--- config.mk ---
export PLATFORM = sky130hd
export DESIGN_NAME = circular_job_deque_top
export DESIGN_NICKNAME = d
export VERILOG_FILES = /design/src/hdl/cjd_pkg.sv /design/src/hdl/cjd_ram.sv /design/src/hdl/cjd_datapath.sv /design/src/hdl/cjd_ctrl.sv /design/src/hdl/circular_job_deque_top.sv
export SDC_FILE = /design/constraint.sdc
export NUM_CORES = 1
export LEC_CHECK = 0
export ABC_AREA = 1
export BUFFER_PORTS_ARGS = -buffer_cell sky130_fd_sc_hd__buf_2
export CAP_MARGIN = 20
export CORE_UTILIZATION = 40
export DETAILED_ROUTE_END_ITERATION = 12
export GPL_ROUTABILITY_DRIVEN = 0
export PLACE_DENSITY = 0.57
export SYNTH_ARGS = -nofsm -noshare
export SYNTH_HDL_FRONTEND = slang
export SYNTH_SLANG_ARGS = --single-unit
export TNS_END_PERCENT = 30
--- constraint.sdc ---
create_clock -name aclk -period 3.2 [get_ports aclk]
set_input_delay 0.64 -clock aclk [delete_from_list [all_inputs] [get_ports aclk]]
set_output_delay 0.64 -clock aclk [all_outputs]
set_load 0.01 [all_outputs]
--- src/hdl/cjd_pkg.sv ---
// ---------------------------------------------------------------------------
// cjd_pkg: shared definitions for the circular job deque
// Sizes, command and status codes, controller/datapath interface structs
// and the circular slot helpers.
// ---------------------------------------------------------------------------
`default_nettype none

package cjd_pkg;

    localparam int DEPTH   = 16;
    localparam int IDX_W   = (DEPTH > 1) ? $clog2(DEPTH) : 1;
    localparam int CNT_W   = $clog2(DEPTH + 1);
    localparam int MODE_W  = 3;
    localparam int ID_W    = 16;
    localparam int PRIO_W  = 8;
    localparam int STAT_W  = 2;
    localparam int ENTRY_W = ID_W + PRIO_W;

    localparam logic [MODE_W-1:0] MODE_PUSH_FRONT = 3'd0;
    localparam logic [MODE_W-1:0] MODE_PUSH_REAR  = 3'd1;
    localparam logic [MODE_W-1:0] MODE_POP_FRONT  = 3'd2;
    localparam logic [MODE_W-1:0] MODE_POP_REAR   = 3'd3;
    localparam logic [MODE_W-1:0] MODE_SEARCH     = 3'd4;
    localparam logic [MODE_W-1:0] MODE_LIST       = 3'd5;

    localparam logic [STAT_W-1:0] ST_OK       = 2'd0;
    localparam logic [STAT_W-1:0] ST_FULL     = 2'd1;
    localparam logic [STAT_W-1:0] ST_EMPTY    = 2'd2;
    localparam logic [STAT_W-1:0] ST_NOTFOUND = 2'd3;

    // Read source: first walk slot (head), next walk slot, pop at either end
    typedef enum logic [1:0] {
        RD_WALK_FIRST,
        RD_WALK_NEXT,
        RD_POP_FRONT,
        RD_POP_REAR
    } cjd_rd_sel_t;

    typedef struct packed {
        logic                capture;
        logic                push_front;
        logic                push_rear;
        logic                rd_en;
        cjd_rd_sel_t         rd_sel;
        logic                out_load;
        logic [STAT_W-1:0]   out_status;
        logic                out_use_ram;
        logic                out_last;
    } cjd_cmd_t;

    typedef struct packed {
        logic [MODE_W-1:0]   mode;
        logic                full;
        logic                empty;
        logic                match;
        logic                rem_zero;
    } cjd_stat_t;

    function automatic logic [IDX_W-1:0] next_slot(input logic [IDX_W-1:0] i);
        return (i == IDX_W'(DEPTH - 1)) ? '0 : i + 1'b1;
    endfunction

    function automatic logic [IDX_W-1:0] prev_slot(input logic [IDX_W-1:0] i);
        return (i == '0) ? IDX_W'(DEPTH - 1) : i - 1'b1;
    endfunction

endpackage

`default_nettype wire

--- src/hdl/cjd_ram.sv ---
// ---------------------------------------------------------------------------
// cjd_ram: generic simple dual-port RAM
// One write port, one read port with read enable and registered data.
// ---------------------------------------------------------------------------
`default_nettype none

module cjd_ram #(
    parameter int WIDTH = 8,
    parameter int DEPTH = 16,
    localparam int ADDR_W = (DEPTH > 1) ? $clog2(DEPTH) : 1
) (
    input  wire logic                       clk,
    input  wire logic                       we,
    input  wire logic [ADDR_W-1:0]          waddr,
    input  wire logic [WIDTH-1:0]           wdata,
    input  wire logic                       re,
    input  wire logic [ADDR_W-1:0]          raddr,
    output logic      [WIDTH-1:0]           rdata
);

    logic [WIDTH-1:0] mem [DEPTH];

    always_ff @(posedge clk) begin
        if (we) begin
            mem[waddr] <= wdata;
        end
        if (re) begin
            rdata <= mem[raddr];
        end
    end

endmodule

`default_nettype wire

--- src/hdl/cjd_datapath.sv ---
// ---------------------------------------------------------------------------
// cjd_datapath: deque storage, pointers and result register
// Holds head, tail and count, the walk pointer for search and list, the
// entry RAM and the registered result fields.
// ---------------------------------------------------------------------------
`default_nettype none

module cjd_datapath import cjd_pkg::*; (
    input  wire logic                   aclk,
    input  wire logic                   aresetn,
    input  wire cjd_cmd_t               cmd,
    output cjd_stat_t                   stat,
    input  wire logic [MODE_W-1:0]      s_mode,
    input  wire logic [ID_W-1:0]        s_job_id,
    input  wire logic [PRIO_W-1:0]      s_job_priority,
    output logic      [STAT_W-1:0]      m_status,
    output logic      [ID_W-1:0]        m_out_job_id,
    output logic      [PRIO_W-1:0]      m_out_priority,
    output logic                        m_last
);

    logic [MODE_W-1:0]  mode_reg;
    logic [ID_W-1:0]    key_reg;
    logic [PRIO_W-1:0]  prio_reg;

    logic [IDX_W-1:0]   head_reg, head_next;
    logic [IDX_W-1:0]   tail_reg, tail_next;
    logic [CNT_W-1:0]   count_reg, count_next;
    logic [IDX_W-1:0]   walk_reg, walk_next;
    logic [CNT_W-1:0]   rem_reg, rem_next;

    logic [STAT_W-1:0]  status_reg;
    logic [ID_W-1:0]    out_id_reg;
    logic [PRIO_W-1:0]  out_prio_reg;
    logic               last_reg;

    logic               ram_we;
    logic [IDX_W-1:0]   ram_waddr;
    logic [IDX_W-1:0]   ram_raddr;
    logic [ENTRY_W-1:0] ram_rdata;
    logic [ID_W-1:0]    rd_id;
    logic [PRIO_W-1:0]  rd_prio;

    assign ram_we    = cmd.push_front | cmd.push_rear;
    assign ram_waddr = cmd.push_front ? prev_slot(head_reg) : tail_reg;
    assign rd_id     = ram_rdata[ENTRY_W-1:PRIO_W];
    assign rd_prio   = ram_rdata[PRIO_W-1:0];

    always_comb begin
        case (cmd.rd_sel)
            RD_WALK_FIRST: ram_raddr = head_reg;
            RD_WALK_NEXT:  ram_raddr = walk_reg;
            RD_POP_FRONT:  ram_raddr = head_reg;
            RD_POP_REAR:   ram_raddr = prev_slot(tail_reg);
            default:       ram_raddr = walk_reg;
        endcase
    end

    cjd_ram #(
        .WIDTH (ENTRY_W),
        .DEPTH (DEPTH)
    ) u_ram (
        .clk   (aclk),
        .we    (ram_we),
        .waddr (ram_waddr),
        .wdata ({key_reg, prio_reg}),
        .re    (cmd.rd_en),
        .raddr (ram_raddr),
        .rdata (ram_rdata)
    );

    always_comb begin
        head_next  = head_reg;
        tail_next  = tail_reg;
        count_next = count_reg;
        walk_next  = walk_reg;
        rem_next   = rem_reg;
        if (cmd.push_front) begin
            head_next  = prev_slot(head_reg);
            count_next = count_reg + 1'b1;
        end
        if (cmd.push_rear) begin
            tail_next  = next_slot(tail_reg);
            count_next = count_reg + 1'b1;
        end
        if (cmd.rd_en) begin
            case (cmd.rd_sel)
                RD_WALK_FIRST: begin
                    walk_next = next_slot(head_reg);
                    rem_next  = count_reg - 1'b1;
                end
                RD_WALK_NEXT: begin
                    walk_next = next_slot(walk_reg);
                    rem_next  = rem_reg - 1'b1;
                end
                RD_POP_FRONT: begin
                    head_next  = next_slot(head_reg);
                    count_next = count_reg - 1'b1;
                end
                RD_POP_REAR: begin
                    tail_next  = prev_slot(tail_reg);
                    count_next = count_reg - 1'b1;
                end
                default: ;
            endcase
        end
    end

    always_ff @(posedge aclk) begin
        if (!aresetn) begin
            head_reg  <= '0;
            tail_reg  <= '0;
            count_reg <= '0;
        end else begin
            head_reg  <= head_next;
            tail_reg  <= tail_next;
            count_reg <= count_next;
        end
    end

    always_ff @(posedge aclk) begin
        walk_reg <= walk_next;
        rem_reg  <= rem_next;
        if (cmd.capture) begin
            mode_reg <= s_mode;
            key_reg  <= s_job_id;
            prio_reg <= s_job_priority;
        end
        if (cmd.out_load) begin
            status_reg   <= cmd.out_status;
            out_id_reg   <= cmd.out_use_ram ? rd_id : '0;
            out_prio_reg <= cmd.out_use_ram ? rd_prio : '0;
            last_reg     <= cmd.out_last;
        end
    end

    assign stat.mode     = mode_reg;
    assign stat.full     = (count_reg == CNT_W'(DEPTH));
    assign stat.empty    = (count_reg == '0);
    assign stat.match    = (rd_id == key_reg);
    assign stat.rem_zero = (rem_reg == '0);

    assign m_status       = status_reg;
    assign m_out_job_id   = out_id_reg;
    assign m_out_priority = out_prio_reg;
    assign m_last         = last_reg;

endmodule

`default_nettype wire

--- src/hdl/cjd_ctrl.sv ---
// ---------------------------------------------------------------------------
// cjd_ctrl: command sequencer for the circular job deque
// Decodes each request, steps the search and list walks one entry a cycle
// (the list walk only while the result register is free) and owns the result valid flag.
// ---------------------------------------------------------------------------
`default_nettype none

module cjd_ctrl import cjd_pkg::*; (
    input  wire logic       aclk,
    input  wire logic       aresetn,
    input  wire logic       s_valid,
    output logic            s_ready,
    output logic            m_valid,
    input  wire logic       m_ready,
    input  wire cjd_stat_t  stat,
    output cjd_cmd_t        cmd
);

    typedef enum logic [2:0] {
        S_IDLE,
        S_DECODE,
        S_SEARCH,
        S_LIST,
        S_EMIT
    } state_t;

    state_t             state_reg, state_next;
    logic               m_valid_reg, m_valid_next;
    logic [STAT_W-1:0]  res_status_reg, res_status_next;
    logic               res_ram_reg, res_ram_next;
    logic               out_free;

    assign out_free = !m_valid_reg || m_ready;
    assign s_ready  = (state_reg == S_IDLE);
    assign m_valid  = m_valid_reg;

    always_comb begin
        cmd             = '0;
        cmd.rd_sel      = RD_WALK_NEXT;
        state_next      = state_reg;
        res_status_next = res_status_reg;
        res_ram_next    = res_ram_reg;

        unique case (state_reg)
            S_IDLE: begin
                if (s_valid) begin
                    cmd.capture = 1'b1;
                    state_next  = S_DECODE;
                end
            end
            S_DECODE: begin
                state_next   = S_EMIT;
                res_ram_next = 1'b0;
                unique case (stat.mode) inside
                    MODE_PUSH_FRONT, MODE_PUSH_REAR: begin
                        if (stat.full) begin
                            res_status_next = ST_FULL;
                        end else begin
                            res_status_next = ST_OK;
                            cmd.push_front  = (stat.mode == MODE_PUSH_FRONT);
                            cmd.push_rear   = (stat.mode == MODE_PUSH_REAR);
                        end
                    end
                    MODE_POP_FRONT, MODE_POP_REAR: begin
                        if (stat.empty) begin
                            res_status_next = ST_EMPTY;
                        end else begin
                            res_status_next = ST_OK;
                            res_ram_next    = 1'b1;
                            cmd.rd_en       = 1'b1;
                            cmd.rd_sel      = (stat.mode == MODE_POP_FRONT) ?
                                              RD_POP_FRONT : RD_POP_REAR;
                        end
                    end
                    MODE_SEARCH, MODE_LIST: begin
                        if (stat.empty) begin
                            res_status_next = ST_EMPTY;
                        end else begin
                            cmd.rd_en  = 1'b1;
                            cmd.rd_sel = RD_WALK_FIRST;
                            state_next = (stat.mode == MODE_SEARCH) ? S_SEARCH : S_LIST;
                        end
                    end
                    default: begin
                        // unused mode: drop the request without a result
                        state_next = S_IDLE;
                    end
                endcase
            end
            S_SEARCH: begin
                if (stat.match) begin
                    res_status_next = ST_OK;
                    res_ram_next    = 1'b1;
                    state_next      = S_EMIT;
                end else if (stat.rem_zero) begin
                    res_status_next = ST_NOTFOUND;
                    res_ram_next    = 1'b0;
                    state_next      = S_EMIT;
                end else begin
                    cmd.rd_en = 1'b1;
                end
            end
            S_LIST: begin
                if (out_free) begin
                    cmd.out_load    = 1'b1;
                    cmd.out_status  = ST_OK;
                    cmd.out_use_ram = 1'b1;
                    cmd.out_last    = stat.rem_zero;
                    if (stat.rem_zero) begin
                        state_next = S_IDLE;
                    end else begin
                        cmd.rd_en = 1'b1;
                    end
                end
            end
            S_EMIT: begin
                if (out_free) begin
                    cmd.out_load    = 1'b1;
                    cmd.out_status  = res_status_reg;
                    cmd.out_use_ram = res_ram_reg;
                    cmd.out_last    = 1'b1;
                    state_next      = S_IDLE;
                end
            end
            default: state_next = S_IDLE;
        endcase

        if (cmd.out_load) begin
            m_valid_next = 1'b1;
        end else if (m_ready) begin
            m_valid_next = 1'b0;
        end else begin
            m_valid_next = m_valid_reg;
        end
    end

    always_ff @(posedge aclk) begin
        if (!aresetn) begin
            state_reg      <= S_IDLE;
            m_valid_reg    <= 1'b0;
            res_status_reg <= ST_OK;
            res_ram_reg    <= 1'b0;
        end else begin
            state_reg      <= state_next;
            m_valid_reg    <= m_valid_next;
            res_status_reg <= res_status_next;
            res_ram_reg    <= res_ram_next;
        end
    end

endmodule

`default_nettype wire

--- src/hdl/circular_job_deque_top.sv ---
// Push, pop, and empty or full answers pass through the decode and emit states after accept.
// Search: one RAM read and compare per entry, from head toward tail, stopping at the first match.
// List: entries from head toward tail, one entry per cycle while m_ready holds.
// Requests: one request in work at a time; s_ready is high only in the idle state.
// Reset clears head, tail, count and the result valid; entry RAM is not cleared.
// ---------------------------------------------------------------------------
// circular_job_deque_top: circular double-ended job queue with search
// Push and pop at both ends, first-match search by id, and ordered list.
// ---------------------------------------------------------------------------
`default_nettype none

module circular_job_deque_top import cjd_pkg::*; (
    input  wire logic                   aclk,
    input  wire logic                   aresetn,
    input  wire logic                   s_valid,
    output logic                        s_ready,
    input  wire logic [MODE_W-1:0]      s_mode,
    input  wire logic [ID_W-1:0]        s_job_id,
    input  wire logic [PRIO_W-1:0]      s_job_priority,
    output logic                        m_valid,
    input  wire logic                   m_ready,
    output logic      [STAT_W-1:0]      m_status,
    output logic      [ID_W-1:0]        m_out_job_id,
    output logic      [PRIO_W-1:0]      m_out_priority,
    output logic                        m_last
);

    cjd_cmd_t  cmd;
    cjd_stat_t stat;

    cjd_ctrl u_ctrl (
        .aclk    (aclk),
        .aresetn (aresetn),
        .s_valid (s_valid),
        .s_ready (s_ready),
        .m_valid (m_valid),
        .m_ready (m_ready),
        .stat    (stat),
        .cmd     (cmd)
    );

    cjd_datapath u_dp (
        .aclk           (aclk),
        .aresetn        (aresetn),
        .cmd            (cmd),
        .stat           (stat),
        .s_mode         (s_mode),
        .s_job_id       (s_job_id),
        .s_job_priority (s_job_priority),
        .m_status       (m_status),
        .m_out_job_id   (m_out_job_id),
        .m_out_priority (m_out_priority),
        .m_last         (m_last)
    );

endmodule

`default_nettype wire

==> results.yml <==
final_layout:
  layout-drive-gt1-share_pct: 11.77
  top_register: "u_dp.u_ram.mem"
  nNetsFinal: 2145
  fill_cells: 4905
  final_util_pct: 46.78
  area_delta_synth_final_pct: 15.79
  largestRegisters: "u_dp.u_ram.mem (384), u_dp.u_ram.rdata (24)"
  largest_reg_flops: 384
global_route:
  grt_antenna_before_repair: 0
  grt_pass1_wl_mm: 86.21
  overflow: 0
  grt_use_total_pct: 20.72
  grt_max_degree: 113
  grt_pass1_vias: 13938
synth:
  synth_area_leader_cell: "edfxtp_1"
  yosys_warnings: 0
  synthTopCellsByCount: "edfxtp_1 (471), nand3_1 (450), inv_1 (342)"
  synth_area_leaders: "edfxtp_1 (65%), nand3_1 (10%), inv_1 (5.9%), nand2_1 (5.7%), nand3b_1 (2.5%)"
  avgSynthCellArea_um2: 10.80
  synth_cell_types: 41
  syn-num-nets: 2057
  syn_inst: 2014
  synth_most_common_cell: "edfxtp_1"
  yosys.area.top_type_share_pct: 65.05
  synthFlopType: "edfxtp_1"
  synth-edff-count: 471
  netlist_area_um2: 21740
  yosys_register_bits: 491
  ys_seq_area_share_pct: 66.89
  async_reset_ff_share_pct: 0
clock_network:
  cts-htree-levels: 2
  cts_buffers: 53
  cts_setup_buffers: 0
  insertion_delay_ns: 0.62
  clk_pin_slew_ns: 0.06
  cts_tree: "done"
  clockBufferDepth: 3
  cts_root_buf: "clkbuf_16"
  cts_resized: 0
  clkSinkCount: 491
  cts_hold_buf: 0
setup_path:
  crit_fanout: 16
  rr_endpoint: "u_dp.u_ram.rdata[16]"
  start_kind: "flop"
  cp.arrival_ns: 3.53
  end_kind: "flop"
  critPathKind: "reg2reg"
  worstReg2RegStart: "u_dp.count_reg[0]"
  cp.required_ns: 3.67
  reg2reg_slack_ns: 0.14
  startpoint: "u_dp.count_reg[0]"
  reg2reg_depth: 12
power:
  leakagePower_nw: 10.15
  pwr_density_cell_nw_per_um2: 553.7
  peakVddDrop_mv: 0.4185
job:
  maxCapViolCount: 0
timing:
  min_period_ns: 3.063
  drv_slew: 0
  rsz0062_at_grt: "no"
  fin_tns_setup_ns: 0
  finClkSkew_ns: 0.02846
  fmax_ghz: 0.3265
  fin_ws_ns: 0.1374
  setup_viol: 0
  finalHoldViolCount: 0
  worstMarginPinSlew_ns: 0.6781
  slew_headroom_pct: 54.75
  fin_crit_sh_pct: 95.71
worst_hold_path:
  hold_class: "in2reg"
  hold_start: "s_job_id[10]"
  min_to: "u_dp.key_reg[10]"
  holdPathStages: 1
routing:
  drc_errors: 0
  antenna_left: 0
  num_vias: 14620
  drt_iter0_markers: 1520
  viasPerCell: 5.152
  avgRoutedWirePerCell_um: 20.12
  dr.pass1.iters: 5
  totalWireLength_mm: 57.10
outcome:
  status: "finished clean"
die:
  initial_utilization_pct: 40.40
  fp.dieH_um: 235.1
  die_area_um2: 55290
  die_w_um: 235.1
  io_pins: 60
  core.rowCount: 85
  core_um2: 53810
placement:
  place_ws_ns: 0.1958
  dp_hpwl_mm: 32.62
  portBuffers: 59
cell usage in the layout (no fill, tap or decap), drive strengths merged, types with 16 or more instances in the layout:
| cell | count |
|---|---|
| a21oi | 16 |
| buf | 137 |
| clkbuf | 69 |
| clkinv | 23 |
| dfxtp | 20 |
| edfxtp | 471 |
| inv | 348 |
| nand2 | 338 |
| nand3 | 452 |
| nand3b | 72 |
| nor2 | 75 |
| o21ai | 40 |
worst max path at each step:
stage                                end  depth (start not counted)
floorplan           u_dp.u_ram.mem[3][0]                         10
global placement    u_dp.u_ram.rdata[15]                         12
detailed placement  u_dp.u_ram.rdata[11]                         12
CTS                  u_dp.u_ram.rdata[3]                         15
global route        u_dp.u_ram.rdata[21]                         15
finish              u_dp.u_ram.rdata[16]                         12
logic make-up after synthesis:
| kind of cell | count (synthesis) | synth area share (%) |
|---|---|---|
| AND/OR/NAND/NOR | 965 | 21.22 |
| AO/OA/AOI/OAI | 68 | 1.721 |
| flip-flops | 491 | 66.89 |
| buffers and inverters | 453 | 8.459 |
| XOR/XNOR | 24 | 0.9668 |
| adder cells (fa/ha/maj) | 12 | 0.6905 |
| multiplexers | 1 | 0.04604 |
through the flow:
step                      hold slack (ns)  total power, W  std cells  cell area [um^2]
final                              0.2007         0.01394       2838             25180
after global routing               0.1738         0.01438       2837             25170
after CTS                          0.1653         0.01407       2836             25170
after detailed placement           0.4950        0.008327       2742             23560
after global placement             0.4893        0.008313       2742             23560
after floorplan                    0.4553        0.007946       2014             21740
report_power, final:
| group | leakage (nW) | internal [W] | switching (W) |
|---|---|---|---|
| Clock | 0.780 | 0.00326 | 0.00249 |
| Combinational | 4.95 | 0.000251 | 0.000567 |
| Sequential | 4.42 | 0.00724 | 0.000125 |
| Total | 10.1 | 0.0108 | 0.00318 |
layer usage:
| metal | share of wire (%) | up-vias | track usage (%) |
|---|---|---|---|
| li1 | - | 6964 | - |
| met1 | 45 | 7065 | 29.69 |
| met2 | 46 | 519 | 32.68 |
| met3 | 7.2 | 72 | 3.471 |
| met4 | 2.2 | 0 | 5.423 |
| met5 | 0 | - | 0 |
worst max-delay path, stage by stage, from the launching register on:
cell and delay, ns:
dfxtp_1 0.42, inv_1 0.11, ha_1 0.25, nand3_4 0.14, nand3_4 0.17, buf_4 0.24, inv_2 0.09, o211ai_1 0.09
and2_1 0.18, inv_1 0.50, buf_4 0.46, nand3_1 0.17, nand2_1 0.08
area by class of cell:
type                       count  area [um^2]  share of cell area [%]
sequential                   491        14540                   57.77
tap                          696        870.8                   3.459
clock buffer                  68         1414                   5.616
multi-input combinational   1070         5547                   22.03
timing repair buffer         138         1301                   5.169
inverter                     348         1306                   5.189
clock inverter                26        190.2                  0.7554
antenna                        1        2.502                0.009940
Power figures use the tool's default switching activity.
